File: src/sv/assert_macros.svh
// assertion macros for the rtl top level
`ifndef ASSERT_MACROS_SVH
`define ASSERT_MACROS_SVH

// same-cycle implication, held off during reset
`define ASSERT_IMPLIES(label, clk, rst_n, ante, cons) \
    label: assert property (@(posedge clk) disable iff (!(rst_n)) (ante) |-> (cons)) \
        else $error("implication check failed");

// next-cycle implication, held off during reset
`define ASSERT_NEXT(label, clk, rst_n, ante, cons) \
    label: assert property (@(posedge clk) disable iff (!(rst_n)) (ante) |=> (cons)) \
        else $error("next-cycle check failed");

`endif

File: src/sv/bp2rgb_pkg.sv
// types and constants for the bit-mask pixel to rgb555 converter
package bp2rgb_pkg;

    localparam int PIX_W     = 32;
    localparam int CH_BITS   = 5;
    localparam int NUM_CH    = 3;
    localparam int DIV_STEPS = CH_BITS;
    localparam int DEN_W     = PIX_W + 1;
    localparam int REM_W     = PIX_W + 6;
    localparam int OUT_W     = NUM_CH * CH_BITS;
    localparam int CFG_IDX_W = 2;

    typedef enum logic [CFG_IDX_W-1:0] {
        CFG_MASK_BLUE  = 2'd0,
        CFG_MASK_GREEN = 2'd1,
        CFG_MASK_RED   = 2'd2
    } cfg_idx_t;

    localparam logic [PIX_W-1:0] RST_MASK_BLUE  = 32'h0000_00FF;
    localparam logic [PIX_W-1:0] RST_MASK_GREEN = 32'h0000_FF00;
    localparam logic [PIX_W-1:0] RST_MASK_RED   = 32'h00FF_0000;

    typedef logic [NUM_CH-1:0][PIX_W-1:0] masks_t;

    typedef struct packed {
        logic [NUM_CH-1:0][REM_W-1:0]   rem;
        logic [NUM_CH-1:0][DEN_W-1:0]   den;
        logic [NUM_CH-1:0][CH_BITS-1:0] quo;
    } stage_t;

endpackage

File: src/sv/bp2rgb_cfg.sv
// channel mask registers behind the plain write port
module bp2rgb_cfg
    import bp2rgb_pkg::*;
(
    input  logic                 clk,
    input  logic                 rst_n,
    input  logic                 wr_en,
    input  logic [CFG_IDX_W-1:0] wr_index,
    input  logic [PIX_W-1:0]     wr_data,
    output masks_t               masks
);

    masks_t masks_reg;
    masks_t masks_next;

    always_comb
    begin
        masks_next = masks_reg;
        if (wr_en)
        begin
            unique case (cfg_idx_t'(wr_index))
                CFG_MASK_BLUE:  masks_next[0] = wr_data;
                CFG_MASK_GREEN: masks_next[1] = wr_data;
                CFG_MASK_RED:   masks_next[2] = wr_data;
                default:        masks_next = masks_reg;
            endcase
        end
    end

    always_ff @(posedge clk or negedge rst_n)
    begin
        if (!rst_n)
        begin
            masks_reg[0] <= RST_MASK_BLUE;
            masks_reg[1] <= RST_MASK_GREEN;
            masks_reg[2] <= RST_MASK_RED;
        end
        else
        begin
            masks_reg <= masks_next;
        end
    end

    assign masks = masks_reg;

endmodule

File: src/sv/bp2rgb_front.sv
// input stage: masked field, rounding numerator and divisor per channel
module bp2rgb_front
    import bp2rgb_pkg::*;
(
    input  logic             clk,
    input  logic             rst_n,
    input  logic             advance,
    input  logic             in_valid,
    input  logic [PIX_W-1:0] pixel_word,
    input  masks_t           masks,
    output logic             stage_valid,
    output stage_t           stage_data
);

    logic   valid_reg;
    stage_t data_reg;
    stage_t data_next;

    // field and mask share the same shift, so the ratio needs no alignment
    always_comb
    begin
        logic [PIX_W-1:0] field;
        for (int c = 0; c < NUM_CH; c++)
        begin
            field = pixel_word & masks[c];
            data_next.rem[c] = {field, 6'b0} - {5'b0, field, 1'b0}
                               + {6'b0, masks[c]};
            // zero mask: numerator is zero, any non-zero divisor yields zero
            if (masks[c] == '0)
                data_next.den[c] = DEN_W'(1);
            else
                data_next.den[c] = {masks[c], 1'b0};
            data_next.quo[c] = '0;
        end
    end

    always_ff @(posedge clk or negedge rst_n)
    begin
        if (!rst_n)
            valid_reg <= 1'b0;
        else if (advance)
            valid_reg <= in_valid;
    end

    always_ff @(posedge clk)
    begin
        if (advance)
            data_reg <= data_next;
    end

    assign stage_valid = valid_reg;
    assign stage_data  = data_reg;

endmodule

File: src/sv/bp2rgb_divstep.sv
// one restoring division step for all three channels, one quotient bit each
module bp2rgb_divstep
    import bp2rgb_pkg::*;
(
    input  logic   clk,
    input  logic   rst_n,
    input  logic   advance,
    input  logic   in_valid,
    input  stage_t in_data,
    output logic   stage_valid,
    output stage_t stage_data
);

    logic   valid_reg;
    stage_t data_reg;
    stage_t data_next;

    always_comb
    begin
        logic [REM_W-1:0] dsh;
        logic [REM_W-1:0] rem;
        logic             ge;
        data_next = in_data;
        for (int c = 0; c < NUM_CH; c++)
        begin
            dsh = {1'b0, in_data.den[c], 4'b0};
            ge  = (in_data.rem[c] >= dsh);
            rem = ge ? (in_data.rem[c] - dsh) : in_data.rem[c];
            data_next.rem[c] = {rem[REM_W-2:0], 1'b0};
            data_next.quo[c] = {in_data.quo[c][CH_BITS-2:0], ge};
        end
    end

    always_ff @(posedge clk or negedge rst_n)
    begin
        if (!rst_n)
            valid_reg <= 1'b0;
        else if (advance)
            valid_reg <= in_valid;
    end

    always_ff @(posedge clk)
    begin
        if (advance)
            data_reg <= data_next;
    end

    assign stage_valid = valid_reg;
    assign stage_data  = data_reg;

endmodule

File: src/sv/bitmask_pixel_to_rgb555.sv
// top level: bit-mask pixel word to rgb555 converter
// an accepted beat reaches its result through the input stage register and then the divider step registers
// one beat per cycle unless the result register is stalled; the pipe is one input stage and five divider steps
// the whole pipe holds while the result register is stalled
// reset clears all valid bits and loads the default 8-bit masks
module bitmask_pixel_to_rgb555
    import bp2rgb_pkg::*;
(
    input  logic                 clk,
    input  logic                 rst_n,
    input  logic                 wr_en,
    input  logic [CFG_IDX_W-1:0] wr_index,
    input  logic [PIX_W-1:0]     wr_data,
    input  logic                 in_valid,
    output logic                 in_stall,
    input  logic [PIX_W-1:0]     pixel_word,
    output logic                 out_valid,
    input  logic                 out_stall,
    output logic [OUT_W-1:0]     rgb555
);

`include "assert_macros.svh"

    masks_t              masks;
    logic                advance;
    logic [DIV_STEPS:0]  stg_valid;
    stage_t              stg_data [DIV_STEPS+1];

    bp2rgb_cfg u_cfg (
        .clk      (clk),
        .rst_n    (rst_n),
        .wr_en    (wr_en),
        .wr_index (wr_index),
        .wr_data  (wr_data),
        .masks    (masks)
    );

    bp2rgb_front u_front (
        .clk         (clk),
        .rst_n       (rst_n),
        .advance     (advance),
        .in_valid    (in_valid),
        .pixel_word  (pixel_word),
        .masks       (masks),
        .stage_valid (stg_valid[0]),
        .stage_data  (stg_data[0])
    );

    for (genvar s = 0; s < DIV_STEPS; s++)
    begin : g_div
        bp2rgb_divstep u_step (
            .clk         (clk),
            .rst_n       (rst_n),
            .advance     (advance),
            .in_valid    (stg_valid[s]),
            .in_data     (stg_data[s]),
            .stage_valid (stg_valid[s+1]),
            .stage_data  (stg_data[s+1])
        );
    end

    assign advance   = !(stg_valid[DIV_STEPS] && out_stall);
    assign in_stall  = !advance;
    assign out_valid = stg_valid[DIV_STEPS];
    assign rgb555    = stg_data[DIV_STEPS].quo;

    // remainder left by the last step stays below the shifted divisor
    `ASSERT_IMPLIES(a_rem_bound, clk, rst_n, out_valid,
        (stg_data[DIV_STEPS].rem[0] < {stg_data[DIV_STEPS].den[0], 5'b0}) &&
        (stg_data[DIV_STEPS].rem[1] < {stg_data[DIV_STEPS].den[1], 5'b0}) &&
        (stg_data[DIV_STEPS].rem[2] < {stg_data[DIV_STEPS].den[2], 5'b0}))
    // a zero blue mask reaches the output as a zero blue channel
    `ASSERT_IMPLIES(a_zero_mask, clk, rst_n,
        out_valid && (stg_data[DIV_STEPS].den[0] == DEN_W'(1)),
        stg_data[DIV_STEPS].quo[0] == '0)
    // a held pipe keeps every valid bit
    `ASSERT_NEXT(a_hold_valid, clk, rst_n, !advance, $stable(stg_valid))

endmodule

File: config.mk
export PLATFORM = sky130hd
export DESIGN_NAME = bitmask_pixel_to_rgb555
export DESIGN_NICKNAME = d
export VERILOG_FILES = /design/src/sv/bp2rgb_pkg.sv /design/src/sv/bp2rgb_cfg.sv /design/src/sv/bp2rgb_front.sv /design/src/sv/bp2rgb_divstep.sv /design/src/sv/bitmask_pixel_to_rgb555.sv
export VERILOG_INCLUDE_DIRS = /design/src /design/src/sv
export SDC_FILE = /design/constraint.sdc
export NUM_CORES = 2
export LEC_CHECK = 0
export ABC_AREA = 1
export BUFFER_PORTS_ARGS = -buffer_cell sky130_fd_sc_hd__buf_2
export CAP_MARGIN = 5
export CORE_UTILIZATION = 30
export DETAILED_ROUTE_END_ITERATION = 12
export HOLD_SLACK_MARGIN = 0.06
export MAX_ROUTING_LAYER = met4
export SLEW_MARGIN = 25
export SYNTH_ARGS = -nofsm -noshare
export SYNTH_HDL_FRONTEND = slang
export SYNTH_SLANG_ARGS = --single-unit
File: constraint.sdc
create_clock -name clk -period 53.2 [get_ports clk]
set_input_delay 2.66 -clock clk [delete_from_list [all_inputs] [get_ports clk]]
set_output_delay 2.66 -clock clk [all_outputs]
set_load 0.005 [all_outputs]
* Word-level counts from Yosys, hierarchy flattened
Index checks and enable logic that the tools add are counted.
** Word-level totals
- Register bits after elaboration :: 1200
- Output and inout bits :: 17
- Word-level logic and storage cells :: 127
** Operators by class
- $add $sub $neg :: 18
- Magnitude comparators :: 15
- Equality and inequality tests :: 2
- Multiplexer cells :: 15
- Bitwise gates (word level) :: 3
- Reduce and logical (&&, ||, !) cells :: 8
** Operator list (number)
- 38-bit by 37-bit >= comparator with 1-bit output :: 15
- 37-bit 2-to-1 mux :: 12
- 37-bit subtractor :: 12
- 38-bit by 32-bit adder with 38-bit output :: 3
- 38-bit by 33-bit subtractor with 38-bit output :: 3
- 32-bit AND :: 3
- 32-bit logical NOT :: 3
- 2-bit AND reduction :: 3
- 1-bit 2-to-1 mux :: 3
- 2-bit by 1-bit equality test with 1-bit output (second input constant) :: 1
- 2-bit equality test (second input constant) :: 1
- 2-bit logical NOT :: 1
- 1-bit logical AND :: 1

* Depth between registers and ports, before layout
- Word-level depth :: 3
- Depth in mapped cells :: 16

* Hierarchy
Synthesis repeated with hierarchy kept, for this count alone.
** Second synthesis, totals
- Cells, all modules :: 14341
- Area, all modules :: 106364.5 sq um
** Modules (own cells, without submodules)
- bp2rgb_divstep (g_div[0].u_step ...) :: instances 3, cells an instance 2296, area each 16823.6 sq um
- bp2rgb_front :: instances 1, cells an instance 2439, area each 18212.5 sq um
- bp2rgb_divstep (g_div[1].u_step) :: instances 1, cells an instance 2292, area each 16859.9 sq um
- bp2rgb_divstep (g_div[2].u_step) :: instances 1, cells an instance 2293, area each 16782.3 sq um
- bp2rgb_cfg :: instances 1, cells an instance 427, area each 4028.9 sq um
- bitmask_pixel_to_rgb555 :: instances 1, cells an instance 2, area each 10.0 sq um

* Worst setup path before layout
No wires, ideal clock.
- Path kind :: input to output
- Start :: input port out_stall
- End :: output port in_stall
- Arrival time :: 28327 ps
- Data required time :: 50540 ps
- Slack :: 22213 ps
- Cell stages on the path :: 2
- Path buffers :: 0
- Path through :: nand2_1 -> inv_1
** On the way
- Cells in the longest elaborated chain, start to end :: 1
** Ends and longest elaborated chain
- start: declaration :: line bitmask_pixel_to_rgb555.sv:18 : input logic out_stall,
- 1-bit logical AND :: line bitmask_pixel_to_rgb555.sv:62 : assign advance = !(stg_valid[DIV_STEPS] && out_stall);
- end: declaration :: line bitmask_pixel_to_rgb555.sv:15 : output logic in_stall,
Every way passes these cells.

* Worst setup path after layout
Ends and elaborated chain as after synthesis.

==> parameters.txt <==
Parameter                              Value

Place
  Final weighted congestion of routability-driven global placement ... between 0.9 and 1
  Count of buffers from port buffering ... 87
  Placement Cell Area ... between 90000 and 100000 um^2
  Post-DP HPWL ... between 200 and 250 mm

STA
  Period utilisation layout ... approximately an eighth
  Final Max Tran Viols ... 0
  Fmax ... around 0.16 GHz
  Final critical delay including setup and external delays ... between 6000 and 7000 ps
  Number of endpoints with negative hold slack in the final report ... 0
  Final Setup Violations ... 0
  Transition time at the pin with the least slew margin ... 1010 ps
  Accumulated negative setup slack ... 0 ps
  Worst-case clock skew ... slightly below 60 ps
  RSZ-0062 raised after global routing ... false
  Relative slew margins ... between 30% and 40%

Finish
  Multi-input gate area in the final layout ... between 40000 and 50000 um^2
  Final nets ... 12700
  Number of fillers in the final layout ... between 30000 and 40000
  Post-layout utilization of the core ... about a third
  Ratio of cells with drive above 1 in the final layout ... ~4.4%
  Reg area ... between 30000 and 40000 um^2
  Area Growth Syn to Fin ... 10.2%
  Max FFs per register ... 867
  Non-Filler Cell Area, Final ... 96700 um^2

Synth
  Fraction of post-synthesis cell area in the top cell type by area ... between 30% and 40%
  Cells after Synth ... 11900
  Post-synth net total ... roughly 13000
  Avg Synthesized Cell Area ... roughly 7.4 um^2
  Cell types with the largest area share after synthesis ... edfxtp_1 (37%), nand2_1 (18%), inv_1 (11%)
  Most instantiated cells after synthesis ... nand2_1 (4238), inv_1 (2503), edfxtp_1 (1080)
  Netlist Area Pre-Place ... between 80000 and 90000 um^2
  Flip-flop cell with the highest count after synthesis ... edfxtp_1
  Cell type with the highest aggregate area in the netlist ... edfxtp_1
  EDFF count, synth ... ~1100
  Synth unique cells ... 42
  Fraction of registers with async set/reset ... between 8 and 9%
  Post-synthesis sequential element count ... 1182
  Sequential share of the synthesized area ... between 30% and 40%
  Most instantiated library cell after synthesis ... nand2_1
  Yosys synthesis warning count ... 0

Die
  Total Die Area ... approximately 290000 um^2
  Number of ports placed on the die boundary ... just under 90
  Initial core utilization ... 30.1%
  Die Width ... roughly 540 um
  Core region area ... between 200000 and 300000 um^2
  Chip height ... around 540 um
  Number of rows created at floorplan ... 198

Detailed routing
  Initial detailed-routing violation count ... between 4000 and 5000
  Via Count ... 72400
  First-pass detailed-route iteration total ... 8
  Final routed wire length divided by cell count ... ~16 um
  Via-to-Cell Ratio ... 4.54
  DR DRC count ... 0
  Final wirelength ... between 200 and 250 mm
  Post-DRT Antenna Nets ... 0

Worst setup path
  CP Capture Type ... output pin
  RR Endpoint ... g_div[3].u_step.stage_data[213]
  Internal reg-to-reg setup slack ... between 40000 and 50000 ps
  CP Max Fanout ... 40
  Crit path kind ... in2out
  Required time at the worst-slack endpoint ... 50540 ps
  Startpoint of the most critical register-to-register path ... g_div[4].u_step.stage_valid
  Startpoint kind of the worst setup timing path ... input pin
  Data arrival time of the critical path ... 3630 ps
  Worst Reg-to-Reg Cells ... 5

Clocking
  Clock tree root driver cell ... clkbuf_16
  Clock latency at the later pin of the worst-skew pair ... 820 ps
  TritonCTS clock tree ... yes
  Clock slew at reported path FFs ... about 60 ps
  Post-cts resize count ... 0
  Longest Clk Path Bufs ... 4
  Number of buffers created by CTS ... approximately 140
  Clk sinks ... between 1000 and 1500
  H-tree level count ... 4
  Total of hold buffers inserted after clock tree synthesis ... 0
  # Post-CTS Setup Buffers ... 0

GRT
  First-pass GRT wire length ... 389 mm
  Pin count of the biggest net entering global routing ... roughly 180
  Global-route usage over all layers ... 17.3%
  Total gr overflow ... 0
  Vias in the first global route ... between 60000 and 70000
  Antenna violations before repair ... 1

Min path
  Hold Crit Depth ... 0
  Type of the tightest min-delay check ... reg2reg
  Worst Hold Endpoint ... g_div[4].u_step.stage_data[6]
  Startpoint of the most critical hold path ... g_div[3].u_step.stage_data[5]

Job
  Max capacitance violation total ... 0

Outcome
  Outcome ... complete, no violations
-- kinds of logic (layout without fill, tap and decap cells) --
kind of cell    Yosys count  count (layout)  share of synthesized area (%)
xor+xnor                233             233                           2.33
buf+inv                2732            2864                           12.1
compound gates          720             720                           4.26
fa+ha+maj               711             711                           10.9
flops                  1182            1182                           39.9
other cells               0               1                              0
simple gates           6338            6338                           30.4
-- how the worst max path moves through the flow --
stage	start	end	slack, ps	depth (start not counted)
finish	out_stall	in_stall	46910	4
global route	out_stall	g_div[3].u_step.stage_data[213]	46740	6
CTS	out_stall	in_stall	46870	4
detailed placement	out_stall	g_div[2].u_step.stage_data[103]	46210	6
global placement	out_stall	g_div[2].u_step.stage_data[102]	46280	6
floorplan	out_stall	in_stall	22210	2
-- layout by cell type (no fill, tap or decap), drive strengths merged, types with 3 or more instances in the layout --
cell / n
and3: 6
clkinvlp: 11
a21oi: 442
o211ai: 3
and2: 81
nand4: 37
nand3b: 129
xnor2: 36
or2: 27
nand2: 4266
clkinv: 48
a21o: 6
a21boi: 4
xor2: 197
buf: 114
a31oi: 3
dfrtp: 78
nor2: 761
o21ai: 226
nand3: 867
bufinv: 15
ha: 618
o21a: 15
nor4: 30
dfstp: 24
edfxtp: 1080
nor3: 133
inv: 2515
clkbuf: 161
o21bai: 18
o2111ai: 3
fa: 93
-- critical path, stage by stage --
cell     delay, ps
buf_2          120
nand2_4        460
inv_1          210
buf_2          180
-- layout make-up --
type,instances,area share (%)
Tap cell,3900,5.05
Antenna cell,1,0.00259
Timing Repair Buffer,114,0.715
Inverter,2508,9.74
Sequential cell,1182,36.2
Multi-Input combinational cell,8002,43.6
Clock inverter,81,0.902
Clock buffer,161,3.82
-- metrics by stage --
step / hold WS, ps / std cells / worst slack [ps]
5_1_grt: 423 / 15900 / 46740
2_1_floorplan: 400 / 11900 / 22210
3_5_place_dp: 405 / 15700 / 46210
6_report: 415 / 15900 / 46910
4_1_cts: 416 / 15900 / 46870
3_3_place_gp: 401 / 15700 / 46280
-- per-layer routing --
layer | vias up | share of wire, % | global-route usage, %
met5 | - | 0 | -
met1 | 32900 | 45 | 22.3
met4 | 0 | 4.5 | 7.27
li1 | 37200 | - | -
met3 | 488 | 5.0 | 1.84
met2 | 1801 | 45 | 27.7
Power is not shown: default switching activity piles up to over one toggle a cycle in this logic, so the estimate is an artifact.
